==> src/rtl/issh_pkg.sv <==
// Package for the image signature sniffer and hasher: types, constants and match helpers.
package issh_pkg;

	localparam int WINDOW = 1024;
	localparam int POS_W = 25;
	localparam logic [POS_W-1:0] COUNT_MAX = {POS_W{1'b1}};
	localparam logic [63:0] FNV_OFFSET = 64'hCBF2_9CE4_8422_2325;
	localparam logic [POS_W-1:0] MAX_BYTES_RST = 25'd16777216;

	localparam logic [1:0] REG_HASH_SEED = 2'd0;
	localparam logic [1:0] REG_MAX_BYTES = 2'd1;

	localparam logic [1:0] ST_ACCEPTED = 2'd0;
	localparam logic [1:0] ST_TOO_LARGE = 2'd1;
	localparam logic [1:0] ST_UNKNOWN = 2'd2;

	localparam logic [1:0] FMT_PNG = 2'd0;
	localparam logic [1:0] FMT_JPEG = 2'd1;
	localparam logic [1:0] FMT_SVG = 2'd2;
	localparam logic [1:0] FMT_NONE = 2'd3;

	localparam logic [7:0] CH_LT = 8'h3C;

	typedef struct packed {
		logic       en;
		logic [7:0] data;
		logic       last;
	} step_t;

	typedef struct packed {
		logic png;
		logic jpeg;
		logic svg;
	} verdict_t;

	typedef struct packed {
		logic [3:0] prog;
		logic       done;
	} match_t;

	// x * 0x100000001B3 mod 2^64 as shifted adds
	function automatic logic [63:0] fnv_mul(input logic [63:0] x);
		fnv_mul = (x << 40) + (x << 8) + (x << 7) + (x << 5) + (x << 4) + (x << 1) + x;
	endfunction

	function automatic logic [7:0] png_char(input logic [2:0] i);
		case (i)
			3'd0: png_char = 8'h89;
			3'd1: png_char = 8'h50;
			3'd2: png_char = 8'h4E;
			3'd3: png_char = 8'h47;
			3'd4: png_char = 8'h0D;
			3'd5: png_char = 8'h0A;
			3'd6: png_char = 8'h1A;
			default: png_char = 8'h0A;
		endcase
	endfunction

	function automatic logic [7:0] jpeg_char(input logic [1:0] i);
		case (i)
			2'd1: jpeg_char = 8'hD8;
			default: jpeg_char = 8'hFF;
		endcase
	endfunction

	function automatic logic [7:0] svg_char(input logic [3:0] i);
		case (i)
			4'd0: svg_char = CH_LT;
			4'd1: svg_char = 8'h73;
			4'd2: svg_char = 8'h76;
			default: svg_char = 8'h67;
		endcase
	endfunction

	function automatic logic [7:0] xml_char(input logic [3:0] i);
		case (i)
			4'd0: xml_char = CH_LT;
			4'd1: xml_char = 8'h3F;
			4'd2: xml_char = 8'h78;
			4'd3: xml_char = 8'h6D;
			default: xml_char = 8'h6C;
		endcase
	endfunction

	function automatic logic [7:0] doctype_char(input logic [3:0] i);
		case (i)
			4'd0: doctype_char = CH_LT;
			4'd1: doctype_char = 8'h21;
			4'd2: doctype_char = 8'h44;
			4'd3: doctype_char = 8'h4F;
			4'd4: doctype_char = 8'h43;
			4'd5: doctype_char = 8'h54;
			4'd6: doctype_char = 8'h59;
			4'd7: doctype_char = 8'h50;
			default: doctype_char = 8'h45;
		endcase
	endfunction

	function automatic logic [7:0] comment_char(input logic [3:0] i);
		case (i)
			4'd0: comment_char = CH_LT;
			4'd1: comment_char = 8'h21;
			default: comment_char = 8'h2D;
		endcase
	endfunction

	function automatic match_t advance(input logic [3:0] prog, input logic [7:0] expect_ch,
		input logic [3:0] len, input logic [7:0] b);
		match_t     r;
		logic [3:0] p;
		p = prog;
		r.done = 1'b0;
		if (b == expect_ch) begin
			p = p + 4'd1;
		end else begin
			p = (b == CH_LT) ? 4'd1 : 4'd0;
		end
		if (p >= len) begin
			r.done = 1'b1;
			p = 4'd0;
		end
		r.prog = p;
		advance = r;
	endfunction

	function automatic logic is_space(input logic [7:0] b);
		is_space = (b == 8'h20) || (b == 8'h09) || (b == 8'h0D) || (b == 8'h0A);
	endfunction

endpackage

==> src/rtl/issh_accum.sv <==
// Running seeded FNV-1a hash and saturating byte position.
module issh_accum import issh_pkg::*; (
	input  logic             clk,
	input  logic             arst_n,
	input  step_t            step,
	input  logic [63:0]      seed,
	output logic [POS_W-1:0] pos,
	output logic [POS_W-1:0] pos_next,
	output logic [63:0]      hash_next
);

	logic [63:0]      hash_q;
	logic [POS_W-1:0] pos_q;
	logic [63:0]      h_in;

	assign pos = pos_q;
	assign h_in = ((pos_q == '0) ? seed : hash_q) ^ {56'd0, step.data};
	assign hash_next = fnv_mul(h_in);
	assign pos_next = (pos_q == COUNT_MAX) ? pos_q : pos_q + 1'b1;

	always_ff @(posedge clk or negedge arst_n) begin
		if (!arst_n) begin
			hash_q <= FNV_OFFSET;
			pos_q <= '0;
		end else if (step.en) begin
			hash_q <= hash_next;
			pos_q <= step.last ? '0 : pos_next;
		end
	end

endmodule

==> src/rtl/issh_sniff.sv <==
// Signature trackers for PNG, JPEG and SVG with prolog detection.
module issh_sniff import issh_pkg::*; (
	input  logic             clk,
	input  logic             arst_n,
	input  step_t            step,
	input  logic [POS_W-1:0] pos,
	output verdict_t         verdict
);

	logic       png_q, jpeg_q;
	logic [2:0] svg_prog_q, xml_prog_q, cmt_prog_q;
	logic [3:0] doc_prog_q;
	logic       only_ws_q, prolog_q, found_q, accepted_q;

	logic       png_d, jpeg_d;
	logic [2:0] svg_prog_d, xml_prog_d, cmt_prog_d;
	logic [3:0] doc_prog_d;
	logic       only_ws_d, prolog_d, found_d, accepted_d;

	match_t     m_xml, m_doc, m_cmt;
	logic [3:0] p;
	logic [7:0] b;

	assign b = step.data;

	always_comb begin
		png_d = png_q;
		jpeg_d = jpeg_q;
		svg_prog_d = svg_prog_q;
		xml_prog_d = xml_prog_q;
		doc_prog_d = doc_prog_q;
		cmt_prog_d = cmt_prog_q;
		only_ws_d = only_ws_q;
		prolog_d = prolog_q;
		found_d = found_q;
		accepted_d = accepted_q;
		p = {1'b0, svg_prog_q};

		m_xml = advance({1'b0, xml_prog_q}, xml_char({1'b0, xml_prog_q}), 4'd5, b);
		m_doc = advance(doc_prog_q, doctype_char(doc_prog_q), 4'd9, b);
		m_cmt = advance({1'b0, cmt_prog_q}, comment_char({1'b0, cmt_prog_q}), 4'd4, b);

		if (pos < POS_W'(8) && b != png_char(pos[2:0])) png_d = 1'b0;
		if (pos < POS_W'(3) && b != jpeg_char(pos[1:0])) jpeg_d = 1'b0;

		if (!found_q && pos < POS_W'(WINDOW)) begin
			xml_prog_d = m_xml.prog[2:0];
			doc_prog_d = m_doc.prog;
			cmt_prog_d = m_cmt.prog[2:0];
			if (m_xml.done || m_doc.done || m_cmt.done) prolog_d = 1'b1;
			if (b == svg_char(p)) begin
				p = p + 4'd1;
				if (p == 4'd4) begin
					found_d = 1'b1;
					accepted_d = only_ws_q || prolog_d;
					p = 4'd0;
				end
			end else begin
				if (p != 4'd0) only_ws_d = 1'b0;
				if (b == CH_LT) begin
					p = 4'd1;
				end else begin
					p = 4'd0;
					if (!is_space(b)) only_ws_d = 1'b0;
				end
			end
			svg_prog_d = p[2:0];
		end
	end

	assign verdict.png = png_d;
	assign verdict.jpeg = jpeg_d;
	assign verdict.svg = found_d && accepted_d;

	always_ff @(posedge clk or negedge arst_n) begin
		if (!arst_n) begin
			png_q <= 1'b1;
			jpeg_q <= 1'b1;
			svg_prog_q <= '0;
			xml_prog_q <= '0;
			doc_prog_q <= '0;
			cmt_prog_q <= '0;
			only_ws_q <= 1'b1;
			prolog_q <= 1'b0;
			found_q <= 1'b0;
			accepted_q <= 1'b0;
		end else if (step.en) begin
			if (step.last) begin
				png_q <= 1'b1;
				jpeg_q <= 1'b1;
				svg_prog_q <= '0;
				xml_prog_q <= '0;
				doc_prog_q <= '0;
				cmt_prog_q <= '0;
				only_ws_q <= 1'b1;
				prolog_q <= 1'b0;
				found_q <= 1'b0;
				accepted_q <= 1'b0;
			end else begin
				png_q <= png_d;
				jpeg_q <= jpeg_d;
				svg_prog_q <= svg_prog_d;
				xml_prog_q <= xml_prog_d;
				doc_prog_q <= doc_prog_d;
				cmt_prog_q <= cmt_prog_d;
				only_ws_q <= only_ws_d;
				prolog_q <= prolog_d;
				found_q <= found_d;
				accepted_q <= accepted_d;
			end
		end
	end

endmodule

==> src/rtl/image_signature_sniff_and_hash.sv <==
// Top level of the image signature sniffer and FNV-1a hasher.
//
//  channel  dir  handshake          payload
//  s_*      in   s_tvalid/s_tready  tdata[7:0] data_byte, tlast last
//  m_*      out  m_tvalid/m_tready  tdata status, format, content_hash, byte_count
//  cfg_*    in   cfg_valid/cfg_ready cfg_index register, cfg_data value
//
// One byte per cycle sustained while no final byte waits: a byte is held in the input
// register, and the hash step (xor, constant multiply) and the matchers update state as
// it leaves. A result is registered as the last byte of its picture leaves that register.
// Reset sets all control state to its initial values. Only a final byte waits on a full output register;
// other bytes keep flowing while a result is held.
module image_signature_sniff_and_hash import issh_pkg::*; (
	input  logic        clk,
	input  logic        arst_n,
	input  logic        s_tvalid,
	output logic        s_tready,
	input  logic [7:0]  s_tdata,   // [7:0] data_byte
	input  logic        s_tlast,
	output logic        m_tvalid,
	input  logic        m_tready,
	output logic [95:0] m_tdata,   // [1:0] status, [3:2] format, [67:4] content_hash,
	                               // [92:68] byte_count, [95:93] zero
	input  logic        cfg_valid,
	output logic        cfg_ready,
	input  logic [1:0]  cfg_index,
	input  logic [63:0] cfg_data
);

	logic [63:0]      seed_q;
	logic [POS_W-1:0] max_bytes_q;

	logic             valid_s1;
	logic [7:0]       data_s1;
	logic             last_s1;

	logic             out_valid_q;
	logic [1:0]       status_q, format_q;
	logic [63:0]      hash_q;
	logic [POS_W-1:0] count_q;

	logic             out_free, consume;
	step_t            step;
	verdict_t         verdict;
	logic [POS_W-1:0] pos, pos_next;
	logic [63:0]      hash_next;
	logic [1:0]       status_d, format_d;

	assign cfg_ready = 1'b1;

	always_ff @(posedge clk or negedge arst_n) begin
		if (!arst_n) begin
			seed_q <= FNV_OFFSET;
			max_bytes_q <= MAX_BYTES_RST;
		end else if (cfg_valid) begin
			case (cfg_index)
				REG_HASH_SEED: seed_q <= cfg_data;
				REG_MAX_BYTES: max_bytes_q <= cfg_data[POS_W-1:0];
				default: ;
			endcase
		end
	end

	assign out_free = !out_valid_q || m_tready;
	assign consume = valid_s1 && (!last_s1 || out_free);
	assign s_tready = !valid_s1 || consume;

	always_ff @(posedge clk or negedge arst_n) begin
		if (!arst_n) begin
			valid_s1 <= 1'b0;
		end else if (s_tready) begin
			valid_s1 <= s_tvalid;
		end
	end

	always_ff @(posedge clk) begin
		if (s_tready && s_tvalid) begin
			data_s1 <= s_tdata;
			last_s1 <= s_tlast;
		end
	end

	assign step.en = consume;
	assign step.data = data_s1;
	assign step.last = last_s1;

	issh_accum u_accum (
		.clk       (clk),
		.arst_n    (arst_n),
		.step      (step),
		.seed      (seed_q),
		.pos       (pos),
		.pos_next  (pos_next),
		.hash_next (hash_next)
	);

	issh_sniff u_sniff (
		.clk     (clk),
		.arst_n  (arst_n),
		.step    (step),
		.pos     (pos),
		.verdict (verdict)
	);

	always_comb begin
		if (pos_next > max_bytes_q) begin
			status_d = ST_TOO_LARGE;
			format_d = FMT_NONE;
		end else if (verdict.png && pos_next >= POS_W'(8)) begin
			status_d = ST_ACCEPTED;
			format_d = FMT_PNG;
		end else if (verdict.jpeg && pos_next >= POS_W'(3)) begin
			status_d = ST_ACCEPTED;
			format_d = FMT_JPEG;
		end else if (verdict.svg) begin
			status_d = ST_ACCEPTED;
			format_d = FMT_SVG;
		end else begin
			status_d = ST_UNKNOWN;
			format_d = FMT_NONE;
		end
	end

	always_ff @(posedge clk or negedge arst_n) begin
		if (!arst_n) begin
			out_valid_q <= 1'b0;
		end else if (out_free) begin
			out_valid_q <= consume && last_s1;
		end
	end

	always_ff @(posedge clk) begin
		if (out_free && consume && last_s1) begin
			status_q <= status_d;
			format_q <= format_d;
			hash_q <= hash_next;
			count_q <= pos_next;
		end
	end

	assign m_tvalid = out_valid_q;
	assign m_tdata = {3'd0, count_q, hash_q, format_q, status_q};

endmodule

==> config.mk <==
export PLATFORM = sky130hd
export DESIGN_NAME = image_signature_sniff_and_hash
export DESIGN_NICKNAME = d
export VERILOG_FILES = /design/src/rtl/issh_pkg.sv /design/src/rtl/issh_accum.sv /design/src/rtl/issh_sniff.sv /design/src/rtl/image_signature_sniff_and_hash.sv
export SDC_FILE = /design/constraint.sdc
export NUM_CORES = 1
export LEC_CHECK = 0
export BUFFER_PORTS_ARGS = -buffer_cell sky130_fd_sc_hd__buf_2
export CAP_MARGIN = 10
export CORE_ASPECT_RATIO = 1.4
export CORE_MARGIN = 2
export CORE_UTILIZATION = 45
export DETAILED_ROUTE_END_ITERATION = 10
export SLEW_MARGIN = 20
export SYNTH_ARGS = -nofsm -noshare
export SYNTH_HDL_FRONTEND = slang
export SYNTH_HIERARCHICAL = 1
export SYNTH_SLANG_ARGS = --single-unit
==> constraint.sdc <==
create_clock -name clk -period 12.55 [get_ports clk]
set_input_delay 2.51 -clock clk [delete_from_list [all_inputs] [get_ports clk]]
set_output_delay 2.51 -clock clk [all_outputs]
set_load 0.01 [all_outputs]
# Word level (Yosys, flattened, before mapping)
# Memories as Yosys holds them, arrays and structs flattened.
# Cells that the tools add are included.
[classes]
n_addsub = 11
mul = 0
n_div = 0
order_cmp = 9
eq_ne = 27
shift = 0
muxes = 58
bitwise = 1
reduce_logical = 37
[ops]
columns = ["operator", "count"]
rows = [
  ["64-bit adder", 6],
  ["64-bit 2-to-1 mux", 1],
  ["64-bit by 8-bit XOR with 64-bit output", 1],
  ["25-bit 2-to-1 mux", 2],
  ["8-bit case mux with 6 select lines", 1],
  ["3-bit 2-to-1 mux", 10],
  ["1-bit 2-to-1 mux", 29],
  ["7-bit case mux with 4 select lines", 1],
  ["25-bit by 1-bit adder with 25-bit output, second input constant", 1],
  ["25-bit == test, second input constant", 1],
  ["25-bit by 2-bit >= comparator with 1-bit output, second input constant", 1],
  ["25-bit by 4-bit >= comparator with 1-bit output, second input constant", 1],
  ["25-bit > comparator", 1],
  ["25-bit zero test", 1],
  ["25-bit by 11-bit < comparator with 1-bit output, second input constant", 1],
  ["25-bit by 2-bit < comparator with 1-bit output, second input constant", 1],
  ["25-bit by 4-bit < comparator with 1-bit output, second input constant", 1],
  ["8-bit by 4-bit == test with 1-bit output, second input constant", 3],
  ["4-bit 2-to-1 mux", 6],
  ["7-bit case mux with 3 select lines", 1],
  ["8-bit by 6-bit == test with 1-bit output, second input constant", 2],
  ["8-bit == test", 2],
  ["8-bit 2-to-1 mux", 2],
  ["8-bit != test", 2],
  ["other kinds (25)", 65],
]
[totals]
regBits = 301
latchBits = 0
mem_bits_rw = 0
rom_bits = 56
inputBits = 80
elab_cells = 167
memories = 1
[memory_table]
columns = ["memory", "depth", "word_bits", "rd", "rd_clocked_by_memory_dff", "write_ports", "line", "rtl"]
rows = [
  ["(name not given)", 8, 7, 1, 0, 0, "issh_pkg.sv:86", "case (i)"],
]

# Longest topological paths before layout
# Gate-level depths: netlist (run 1).
[logic_depth]
ltp_word = 18
ltp_mapped = 29
mapped_depth_nobuf = 25

# Cells and area by module
# The synthesis (run 1) kept the hierarchy.
[by_module_without_submodules]
columns = ["module", "instances", "cells_per_inst", "area_each_um2", "seq_area_each_um2"]
rows = [
  ["issh_accum", 1, 1772, 16102.9, 2262.2],
  ["image_signature_sniff_and_hash", 1, 416, 7299.5, 5376.4],
  ["issh_sniff", 1, 265, 2160.8, 479.2],
]

# Least setup slack after synthesis (run 1)
# Ideal clock, no wire load.
[synth_timing]
kind = "reg2reg"
start = "reg u_accum.pos_q[0], in the netlist u_accum/pos[0]"
end = "reg hash_q[62] (netlist name)"
setup_time_ps = 174
t_arrival_ps = 7066
path_slack_ps = 5310
path_stages_with_launch = 27
n_path_buf = 5
synth_period_minus_slack_ps = 7240
path_cell_list = "dfrtp_1 inv_1 ha_1 nor4b_1 nand4_1 nor2_1 buf_4 buf_4 buf_2 buf_2 mux2i_1 inv_1 fa_1 inv_1 fa_1 inv_1 fa_1 inv_1 fa_1 inv_1 ha_1 and2_1 clkbuf_1 a21o_1 a311oi_1 mux2_2 a311oi_1"
[synth_lines]
columns = ["item", "line", "rtl"]
rows = [
  ["start: declaration", "issh_accum.sv:13", "logic [POS_W-1:0] pos_q;"],
  ["start signal: assignment", "issh_accum.sv:27", "pos_q <= step.last ? '0 : pos_next;"],
]

# Final worst setup path (run 1)
[layout_timing]
start = "reg u_accum.pos_q[0], in the netlist u_accum/pos[0]"
end = "reg u_accum.hash_q[58]"
[layout_via]
elab_chain_len = 9
[layout_lines]
columns = ["item", "line", "rtl"]
rows = [
  ["25-bit zero test (*)", "issh_accum.sv:17", "assign h_in = ((pos_q == '0) ? seed : hash_q) ^ {56'd0, step.data};"],
  ["64-bit 2-to-1 mux (*)", "issh_accum.sv:17", ""],
  ["64-bit by 8-bit XOR with 64-bit output (*)", "issh_accum.sv:17", ""],
  ["64-bit adder (5 in a row)", "issh_pkg.sv:43", "fnv_mul = (x << 40) + (x << 8) + (x << 7) + (x << 5) + (x << 4) + (x << 1) + x;"],
  ["64-bit adder (*)", "issh_pkg.sv:43", ""],
  ["end signal: assignment", "issh_accum.sv:26", "hash_q <= hash_next;"],
  ["end: declaration", "issh_accum.sv:12", "logic [63:0] hash_q;"],
]
# Every way passes the cells marked *; elsewhere a longest branch is shown, timed or not.
# A chain may end at the register's enable or synchronous reset.

==> results.md, run 1 <==
* Run status: completed
* Clock-pin slew of the registers on the worst-case setup and hold paths at 0.06 ns
* DP Worst Slack at around 3.5 ns
* Most common cell after layout, fill and taps aside: inv_1
* Endpoints failing hold at 0
* Per-cell via count in the routed design at between 5 and 6
* Tot GR Track Use at between 20% and 30%
* Residual DRC at 0
* Count of buffers from port buffering at between 150 and 200
* Maximum achievable frequency at between 100 and 150 MHz
* Worst Max-Slew Pin Slew at between 1 and 1.5 ns
* Wire length of the first global-routing pass at about 110000 um
* Number of nets still failing antenna checks after routing at 0
* Total Die Area at slightly below 60000 um^2
* Diode count at 0
* Number of H-tree levels at 2
* Clock tree from TritonCTS: done
* Horizontal die dimension at ~210 um
* Final routed wirelength across all metal layers at slightly above 70000 um
* CTS hold repair buffers at 0
* Layout overhead on the synthesized area at 11.24%
* Worst setup endpoint: u_accum/hash_q[58]
* Number of warnings issued by yosys at 6
* Worst Setup Path Type: reg2reg
* Sequential cell area fraction in the yosys report at a little under a third
* Nets at 3084
* Residual overflow from global routing at 0
* Largest cells by area after synthesis: fa_1 (18%), dfrtp_1 (14%), edfxtp_1 (12%), ha_1 (8.0%), dfstp_2 (6.2%)
* Number of cells upsized or downsized after cts at 0
* Height of the die at 286.0 um
* Post-CTS setup buffers at 0
* Number of maximum-capacitance constraint violations at 0
* Top-area cell type share of the netlist area at 17.86%
* Clock latency on the worst-skew pair at around 0.56 ns
* Total number of vias at between 15000 and 20000
* Maximum buffer depth of the clock tree at 3
* Post-DR wirelength/cell at around 21 um
* Critical Path RT at 13.01 ns
* Count of final max-slew check failures at 0
* Fraction of registers with async set/reset at 66.11%
* Top-level I/O count at approximately 180
* Number of enable-type register cells in the synthesized netlist at 102
* Tcrit/Tclk final at 72.24%
* Initial core utilization at 45.39%
* Commonest cells after routing, fill and taps aside: inv_1 (394), fa_1 (228), buf_2 (173)
* Area leader, netlist: fa_1
* CP max FO at 27
* R2R Path Start: u_accum/pos[0]
* Data arrival time of the critical path at 9.53 ns
* Critical path launch point: u_accum/pos[0]
* Worst setup slack after layout at about 3.5 ns
* R2r setup slk at about 3.5 ns
* Final instance count without filler cells at 3375
* Area after DPL at roughly 27000 um^2
* Total clock buffers created by CTS at 36
* Layout Cell Area excl Fill at ~28000 um^2
* Worst reg2reg endpoint: u_accum/hash_q[58]
* Worst-case clock skew at ~0.022 ns
* CORE AREA at 56320 um^2
* Setup repair after global routing missed its margin: no
* Vias in the first global route at just under 20000
* Post-synthesis instance total at 2453
* Cells on worst reg2reg path at 23
* Clock sink count at about 300
* First-pass iteration count of the detailed router at 5
* Time the final worst path needs with I/O delays and setup at 9.066 ns
* Avg Synthesized Cell Area at ~10 um^2
* Post-synth top flop: dfrtp_1
* Share of post-route cells with drive strength above 1 at 19.28%
* Slew margin rel. at a little under a quarter
* Library cells used by synthesis at 104
* CP startpoint kind: flip-flop
* Post-detailed-placement half-perimeter wirelength at approximately 57000 um
* Weighted congestion reported at the end of routability-driven placement at about 0.96
* Placed cell count at approximately 3300
* Fill cell count at 5146
* Initial drt markers at 976
* Hold Crit Class: reg2reg
* Antenna violations before repair at 0
* Largest net degree at the start of global routing at between 70 and 80
* Post-synthesis register bit count at 301
* Final number of setup-violating endpoints at 0
* Worst Setup End Kind: flip-flop
* CTS root buf: clkbuf_16
* Count of standard-cell rows at around 100
* Summed instance area of the synthesized netlist at approximately 26000 um^2
* Fin Setup TNS at 0 ns
-- stage by stage --
step	hold WS (ns)	utilization (%)
6_report	0.4782	50.49
5_1_grt	0.4985	50.49
4_1_cts	0.4777	50.48
3_5_place_dp	0.4675	48.39
3_3_place_gp	0.4582	48.38
2_1_floorplan	0.4478	-
-- cell usage after synthesis (5+ instances only) --
cell type / n
buf_4: 11
nand2_1: 140
dfstp_2: 60
mux2i_1: 65
nor4b_1: 10
nor4_1: 21
a21oi_1: 122
dfrtp_1: 139
mux2_2: 135
a211o_1: 6
xnor2_1: 76
nand2b_1: 23
a221oi_1: 6
clkbuf_1: 47
a21o_1: 34
a21boi_0: 12
ha_1: 163
o21a_1: 18
o221ai_1: 9
inv_1: 394
and3_1: 11
o21ai_0: 102
a211oi_1: 8
a31oi_1: 9
nor2_1: 107
nand3_1: 31
o211ai_1: 14
nor3_1: 31
nor2b_1: 14
nand4_1: 32
a22oi_1: 5
o31ai_1: 23
and2_1: 11
a311oi_1: 7
nor3b_1: 10
fa_1: 228
xor2_1: 41
edfxtp_1: 102
xnor2_2: 6
a22o_1: 8
o21ai_1: 6
buf_2: 28
o21bai_1: 23
-- metal layers --
metal | vias to the layer above | track usage, % | share of wire (%)
li1 | 8653 | - | -
met1 | 9361 | 29.64 | 39
met2 | 534 | 46.56 | 53
met3 | 167 | 2.438 | 3.5
met4 | 0 | 10.74 | 4.6
met5 | - | 0 | 0
-- sequential cells by signal, summed over array words and instances, names as in the netlist --
register	flops
u_sniff/found_q	1
u_sniff/doc_prog_q	4
u_sniff/accepted_q	1
u_sniff/jpeg_q	1
u_sniff/prolog_q	1
u_sniff/svg_prog_q	3
max_bytes_q	25
last_s1	1
u_accum/hash_q	64
u_sniff/only_ws_q	1
status_q	2
data_s1	8
valid_s1	1
seed_q	64
m_tvalid	1
count_q	25
u_sniff/png_q	1
hash_q	64
u_accum/pos	25
u_sniff/cmt_prog_q	3
u_sniff/xml_prog_q	3
format_q	2
-- layout make-up --
type | instances | area (um^2) | area share, %
multi-input combinational | 1664 | 15560 | 54.71
clock inverter | 16 | 172.7 | 0.6072
clock buffer | 49 | 1002 | 3.524
timing repair buffer | 214 | 1181 | 4.153
inverter | 396 | 1486 | 5.227
tap | 735 | 919.6 | 3.234
sequential | 301 | 8118 | 28.55
-- worst min-delay path by stage --
| stage | startpoint | end | depth (start not counted) |
|---|---|---|---|
| after floorplan | u_accum/hash_q[15] | u_accum/hash_q[15] | 2 |
| after global placement | u_accum/hash_q[54] | u_accum/hash_q[54] | 2 |
| after detailed placement | u_accum/hash_q[39] | u_accum/hash_q[39] | 2 |
| after CTS | u_accum/hash_q[39] | u_accum/hash_q[39] | 2 |
| after global routing | u_accum/hash_q[54] | u_accum/hash_q[54] | 2 |
| final | u_accum/hash_q[46] | u_accum/hash_q[46] | 2 |
-- logic make-up after synthesis --
group | share of synthesized area, %
other | 0.02938
AO/OA/AOI/OAI | 12.14
buffers and inverters | 7.616
flip-flops | 31.76
adder cells (fa/ha/maj) | 25.91
AND/OR/NAND/NOR | 9.667
XOR/XNOR | 4.390
multiplexers | 8.492
-- worst max-delay path, stage by stage, from the launching register on --
cell and delay [ns]:
dfrtp_1 0.55, inv_1 0.18, ha_1 0.19, nor4b_1 0.22, nand4_1 0.18, nor2_4 0.79
buf_4 0.53, mux2i_1 0.84, inv_1 0.31, fa_1 0.55, fa_1 0.53, inv_1 0.06
fa_1 0.54, inv_1 0.05, ha_1 0.29, ha_1 0.43, a21oi_1 0.18, o211ai_1 0.14
a2111oi_1 0.81, a21boi_0 0.26, o21ai_0 0.35, a21oi_1 0.32, or4_1 0.55, o211ai_1 0.10
Power of run 1 is left out: the tool's default activity adds up to more than one toggle a clock period on the data nets, which glitch-free logic cannot reach.
==> inputs of run 2 (changes only) <==
- clock period: 12.55 -> 9.2 ns (I/O delays scaled with it)
==> run 2 against run 1 <==
Final cell count up 0.50%. Worst hold slack worse by 0.0044 ns. Worst setup slack worse by 2.7 ns. Sequential share of layout area down 0.21 points.
==> results.md, run 2 (same netlist as run 1, synthesis figures left out) <==
* Height of the die at between 200 and 300 um
* Slew margin rel. at 24.82%
* Setup repair after global routing missed its margin: no
* Run status: completed
* Count of buffers from port buffering at 174
* Layout Cell Area excl Fill at about 29000 um^2
* Count of final max-slew check failures at 0
* Maximum buffer depth of the clock tree at 3
* Total number of vias at roughly 19000
* Count of standard-cell rows at 103
* CP max FO at 23
* Diode count at 0
* Number of H-tree levels at 2
* Residual overflow from global routing at 0
* Nets at approximately 3100
* Area after DPL at 27380 um^2
* Number of maximum-capacitance constraint violations at 0
* Antenna violations before repair at 1
* Tcrit/Tclk final at between 90 and 100%
* Clock latency on the worst-skew pair at between 0.5 and 0.6 ns
* Clock sink count at ~300
* Worst Setup End Kind: flip-flop
* Data arrival time of the critical path at between 8 and 9 ns
* Number of cells upsized or downsized after cts at 0
* CTS root buf: clkbuf_16
* Fin Setup TNS at 0 ns
* Initial drt markers at between 800 and 900
* Post-DR wirelength/cell at 21.05 um
* Residual DRC at 0
* First-pass iteration count of the detailed router at 5
* Layout overhead on the synthesized area at 12.07%
* Initial core utilization at 45.39%
* Share of post-route cells with drive strength above 1 at about a fifth
* Worst-case clock skew at between 0.02 and 0.025 ns
* Top-level I/O count at 179
* Worst Setup Path Type: reg2reg
* CP startpoint kind: flip-flop
* Total clock buffers created by CTS at 36
* Horizontal die dimension at just over 200 um
* Most common cell after layout, fill and taps aside: inv_1
* Maximum achievable frequency at between 100 and 150 MHz
* CTS hold repair buffers at 0
* Per-cell via count in the routed design at roughly 5.5
* Critical Path RT at between 9 and 10 ns
* Largest registers ranked by flip-flop count: hash_q x64, seed_q x64, u_accum/hash_q x64
* Worst Max-Slew Pin Slew at 1.124 ns
* Hold Crit Class: reg2reg
* Clock-pin slew of the registers on the worst-case setup and hold paths at 0.06 ns
* Time the final worst path needs with I/O delays and setup at roughly 8.4 ns
* Final routed wirelength across all metal layers at 71390 um
* Wire length of the first global-routing pass at ~110000 um
* CORE AREA at 56320 um^2
* Clock tree from TritonCTS: done
* Total Die Area at 58760 um^2
* Largest net degree at the start of global routing at 74
* Number of nets still failing antenna checks after routing at 0
* Commonest cells after routing, fill and taps aside: inv_1 (394), fa_1 (228), buf_2 (173)
* Post-CTS setup buffers at 0
* Vias in the first global route at ~20000
* Post-detailed-placement half-perimeter wirelength at roughly 56000 um
* Endpoints failing hold at 0
* Tot GR Track Use at between 20% and 30%
* Weighted congestion reported at the end of routability-driven placement at around 0.9
* Final number of setup-violating endpoints at 0
* Fill cell count at 5128
[run 2: worst paths after layout]
kind	cells after the start	startpoint	slack (ns)	endpoint
worst max-delay path	26	u_accum/pos[0]	0.80	u_accum/hash_q[63]
worst min-delay path	2	u_accum/hash_q[54]	0.47	u_accum/hash_q[54]
worst max register to register	26	u_accum/pos[0]	0.80	u_accum/hash_q[63]
worst min register to register	2	u_accum/hash_q[54]	0.47	u_accum/hash_q[54]
max in group asynchronous	2	arst_n	6.59	seed_q[45]
min in group asynchronous	1	arst_n	1.25	max_bytes_q[20]
[run 2: per-layer routing]
metal / GRT usage (%) / wire, um / share of wire, % / up-vias
li1: - / - / - / 8702
met1: 28.87 / 27600 / 39 / 9412
met2: 46.57 / 38460 / 54 / 485
met3: 2.370 / 2436 / 3.4 / 141
met4: 9.478 / 2883 / 4.0 / 2
met5: 0 / 14 / 0.020 / -
[run 2: through the flow]
stage	hold slack [ns]	utilization (%)	std cells	setup slack, ns
CTS	0.4707	50.87	3392	0.6547
global placement	0.4665	48.62	3327	0.8860
finish	0.4737	50.87	3392	0.8009
floorplan	0.4478	-	2455	1.960
global route	0.4991	50.87	3392	0.2471
detailed placement	0.4624	48.62	3327	0.7043
[run 2: worst max-delay path, cell delays in order (launching register included)]
cell and delay, ns:
dfrtp_1 0.55, inv_1 0.18, ha_1 0.19, nor4b_1 0.23
nand4_1 0.19, nor2_4 0.48, buf_12 0.27, mux2i_1 0.23
xor2_1 0.64, inv_1 0.11, ha_1 0.38, a21o_1 0.20
fa_1 0.51, inv_1 0.06, fa_1 0.53, inv_1 0.04
ha_1 0.20, ha_1 0.34, a21o_1 0.23, a211o_1 0.28
o211ai_1 0.47, nand2_1 0.31, a2111oi_0 0.88, buf_4 0.24
o31ai_1 0.11, xnor2_1 0.17, mux2_2 0.28
[run 2: final cells by class]
class                      count  area, um^2  area share (%)
timing repair buffer         231        1321           4.612
tap                          735       919.6           3.210
clock buffer                  43       968.4           3.380
multi-input combinational   1664       15540           54.25
clock inverter                22       295.3           1.031
sequential                   301        8118           28.33
inverter                     396        1486           5.188
Power of run 2 is left out for the same reason.
==> inputs of run 3 (changes only) <==
==> constraint.sdc (replaced) <==
create_clock -name clk -period 9.2 [get_ports clk]
set_input_delay 0.46 -clock clk [delete_from_list [all_inputs] [get_ports clk]]
set_output_delay 0.46 -clock clk [all_outputs]
set_load 0.01 [all_outputs]
==> run 3 against run 2 <==
First-iteration DRC count rose by 1.3%. Utilization hardly changed. Non-clock buffer count up 1. Die area did not move. Fmax is 0.42% lower. Highest routed layer unchanged.
==> results.md, run 3 (same netlist as run 1, synthesis figures left out) <==
* Run status: completed
* Vias in the first global route at about 20000
* CTS root buf: clkbuf_16
* Maximum buffer depth of the clock tree at 3
* Top-level I/O count at between 150 and 200
* Residual overflow from global routing at 0
* Count of standard-cell rows at 103
* Final number of setup-violating endpoints at 0
* Maximum achievable frequency at 118.6 MHz
* Count of buffers from port buffering at around 170
* Nets at 3102
* Clock tree from TritonCTS: done
* Layout overhead on the synthesized area at 12.11%
* Setup repair after global routing missed its margin: no
* Time the final worst path needs with I/O delays and setup at about 8.4 ns
* Worst Max-Slew Pin Slew at roughly 1.1 ns
* Most common cell after layout, fill and taps aside: inv_1
* Hold slack final at just under 0.08 ns
* Initial drt markers at between 800 and 900
* Post-DR wirelength/cell at between 20 and 25 um
* Tcrit/Tclk final at about nine tenths
* Residual DRC at 0
* Horizontal die dimension at roughly 210 um
* Initial core utilization at approximately 45%
* Largest registers ranked by flip-flop count: hash_q x64, seed_q x64, u_accum/hash_q x64
* Total number of vias at 18850
* Antenna violations before repair at 1
* First-pass iteration count of the detailed router at 5
* Wire length of the first global-routing pass at roughly 110000 um
* Total clock buffers created by CTS at 36
* Final standard cell utilization of the core at 50.89%
* Slew margin rel. at a little over a quarter
* Post-CTS setup buffers at 0
* Final routed wirelength across all metal layers at 71440 um
* Count of final max-slew check failures at 0
* Worst Setup End Kind: flip-flop
* Worst Setup Path Type: reg2reg
* CP startpoint kind: flip-flop
* Critical Path RT at 9.69 ns
* Share of post-route cells with drive strength above 1 at about a fifth
* Clock sink count at 301
* CORE AREA at 56320 um^2
* Weighted congestion reported at the end of routability-driven placement at slightly above 0.9
* Height of the die at between 200 and 300 um
* Clock-pin slew of the registers on the worst-case setup and hold paths at 0.06 ns
* Per-cell via count in the routed design at between 5 and 6
* CP max FO at 23
* Largest net degree at the start of global routing at 74
* Commonest cells after routing, fill and taps aside: inv_1 (394), fa_1 (228), buf_2 (173)
* Number of H-tree levels at 2
* Tot GR Track Use at between 20% and 30%
* Number of cells upsized or downsized after cts at 0
* Post-detailed-placement half-perimeter wirelength at about 56000 um
* Endpoints failing hold at 0
* Number of nets still failing antenna checks after routing at 0
* Total Die Area at between 50000 and 60000 um^2
* Hold Crit Class: in2reg
* Clock latency on the worst-skew pair at 0.57 ns
* Data arrival time of the critical path at about 8.9 ns
* Number of maximum-capacitance constraint violations at 0
* Worst-case clock skew at just over 0.02 ns
* Fin Setup TNS at 0 ns
* Diode count at 0
* CTS hold repair buffers at 1
[run 3: final timing paths]
kind                            depth (start not counted)  slack, ns               start            endpoint
worst max-delay path                                   26       0.77      u_accum/pos[0]  u_accum/hash_q[63]
worst min-delay path                                    1       0.08          s_tdata[0]          data_s1[0]
worst max register to register                         26       0.77      u_accum/pos[0]  u_accum/hash_q[63]
worst min register to register                          2       0.47  u_accum/hash_q[54]  u_accum/hash_q[54]
max in group asynchronous                               3       7.39              arst_n          seed_q[45]
min in group asynchronous                               2       0.46              arst_n     max_bytes_q[20]
[run 3: per-stage QoR]
step | std cells | setup slack, ns | instance area (um^2)
floorplan | 2455 | 1.960 | 25570
global placement | 3327 | 0.8860 | 27380
detailed placement | 3327 | 0.7043 | 27380
CTS | 3393 | 0.6547 | 28660
global route | 3393 | 0.2471 | 28660
finish | 3393 | 0.7656 | 28660
[run 3: per-layer routing]
layer  vias to the layer above  GRT usage [%]  wire length, um
li1                       8709              -                -
met1                      9472          28.87            27530
met2                       515          46.59            38500
met3                       153          2.370             2432
met4                         2          9.478             2957
met5                         -              0               14
[run 3: worst max-delay path, stage by stage, from the launching register on]
cell and delay, ns:
dfrtp_1 0.55, inv_1 0.18, ha_1 0.19, nor4b_1 0.26, nand4_1 0.20, nor2_4 0.48, buf_12 0.27, mux2i_1 0.23
xor2_1 0.64, inv_1 0.11, ha_1 0.38, a21o_1 0.20, fa_1 0.51, inv_1 0.06, fa_1 0.53, inv_1 0.04
ha_1 0.20, ha_1 0.34, a21o_1 0.23, a211o_1 0.28, o211ai_1 0.47, nand2_1 0.32, a2111oi_0 0.88, buf_4 0.24
o31ai_1 0.11, xnor2_1 0.17, mux2_2 0.28
[run 3: final cells by class]
| type | count | area (um^2) |
|---|---|---|
| clock inverters | 22 | 295.3 |
| repair buffers | 232 | 1331 |
| flip-flops and latches | 301 | 8118 |
| clock buffers | 43 | 968.4 |
| well taps | 735 | 919.6 |
| multi-input cells | 1664 | 15540 |
| inverters | 396 | 1486 |
| fillers | 5127 | 27660 |
Power of run 3 is left out for the same reason.
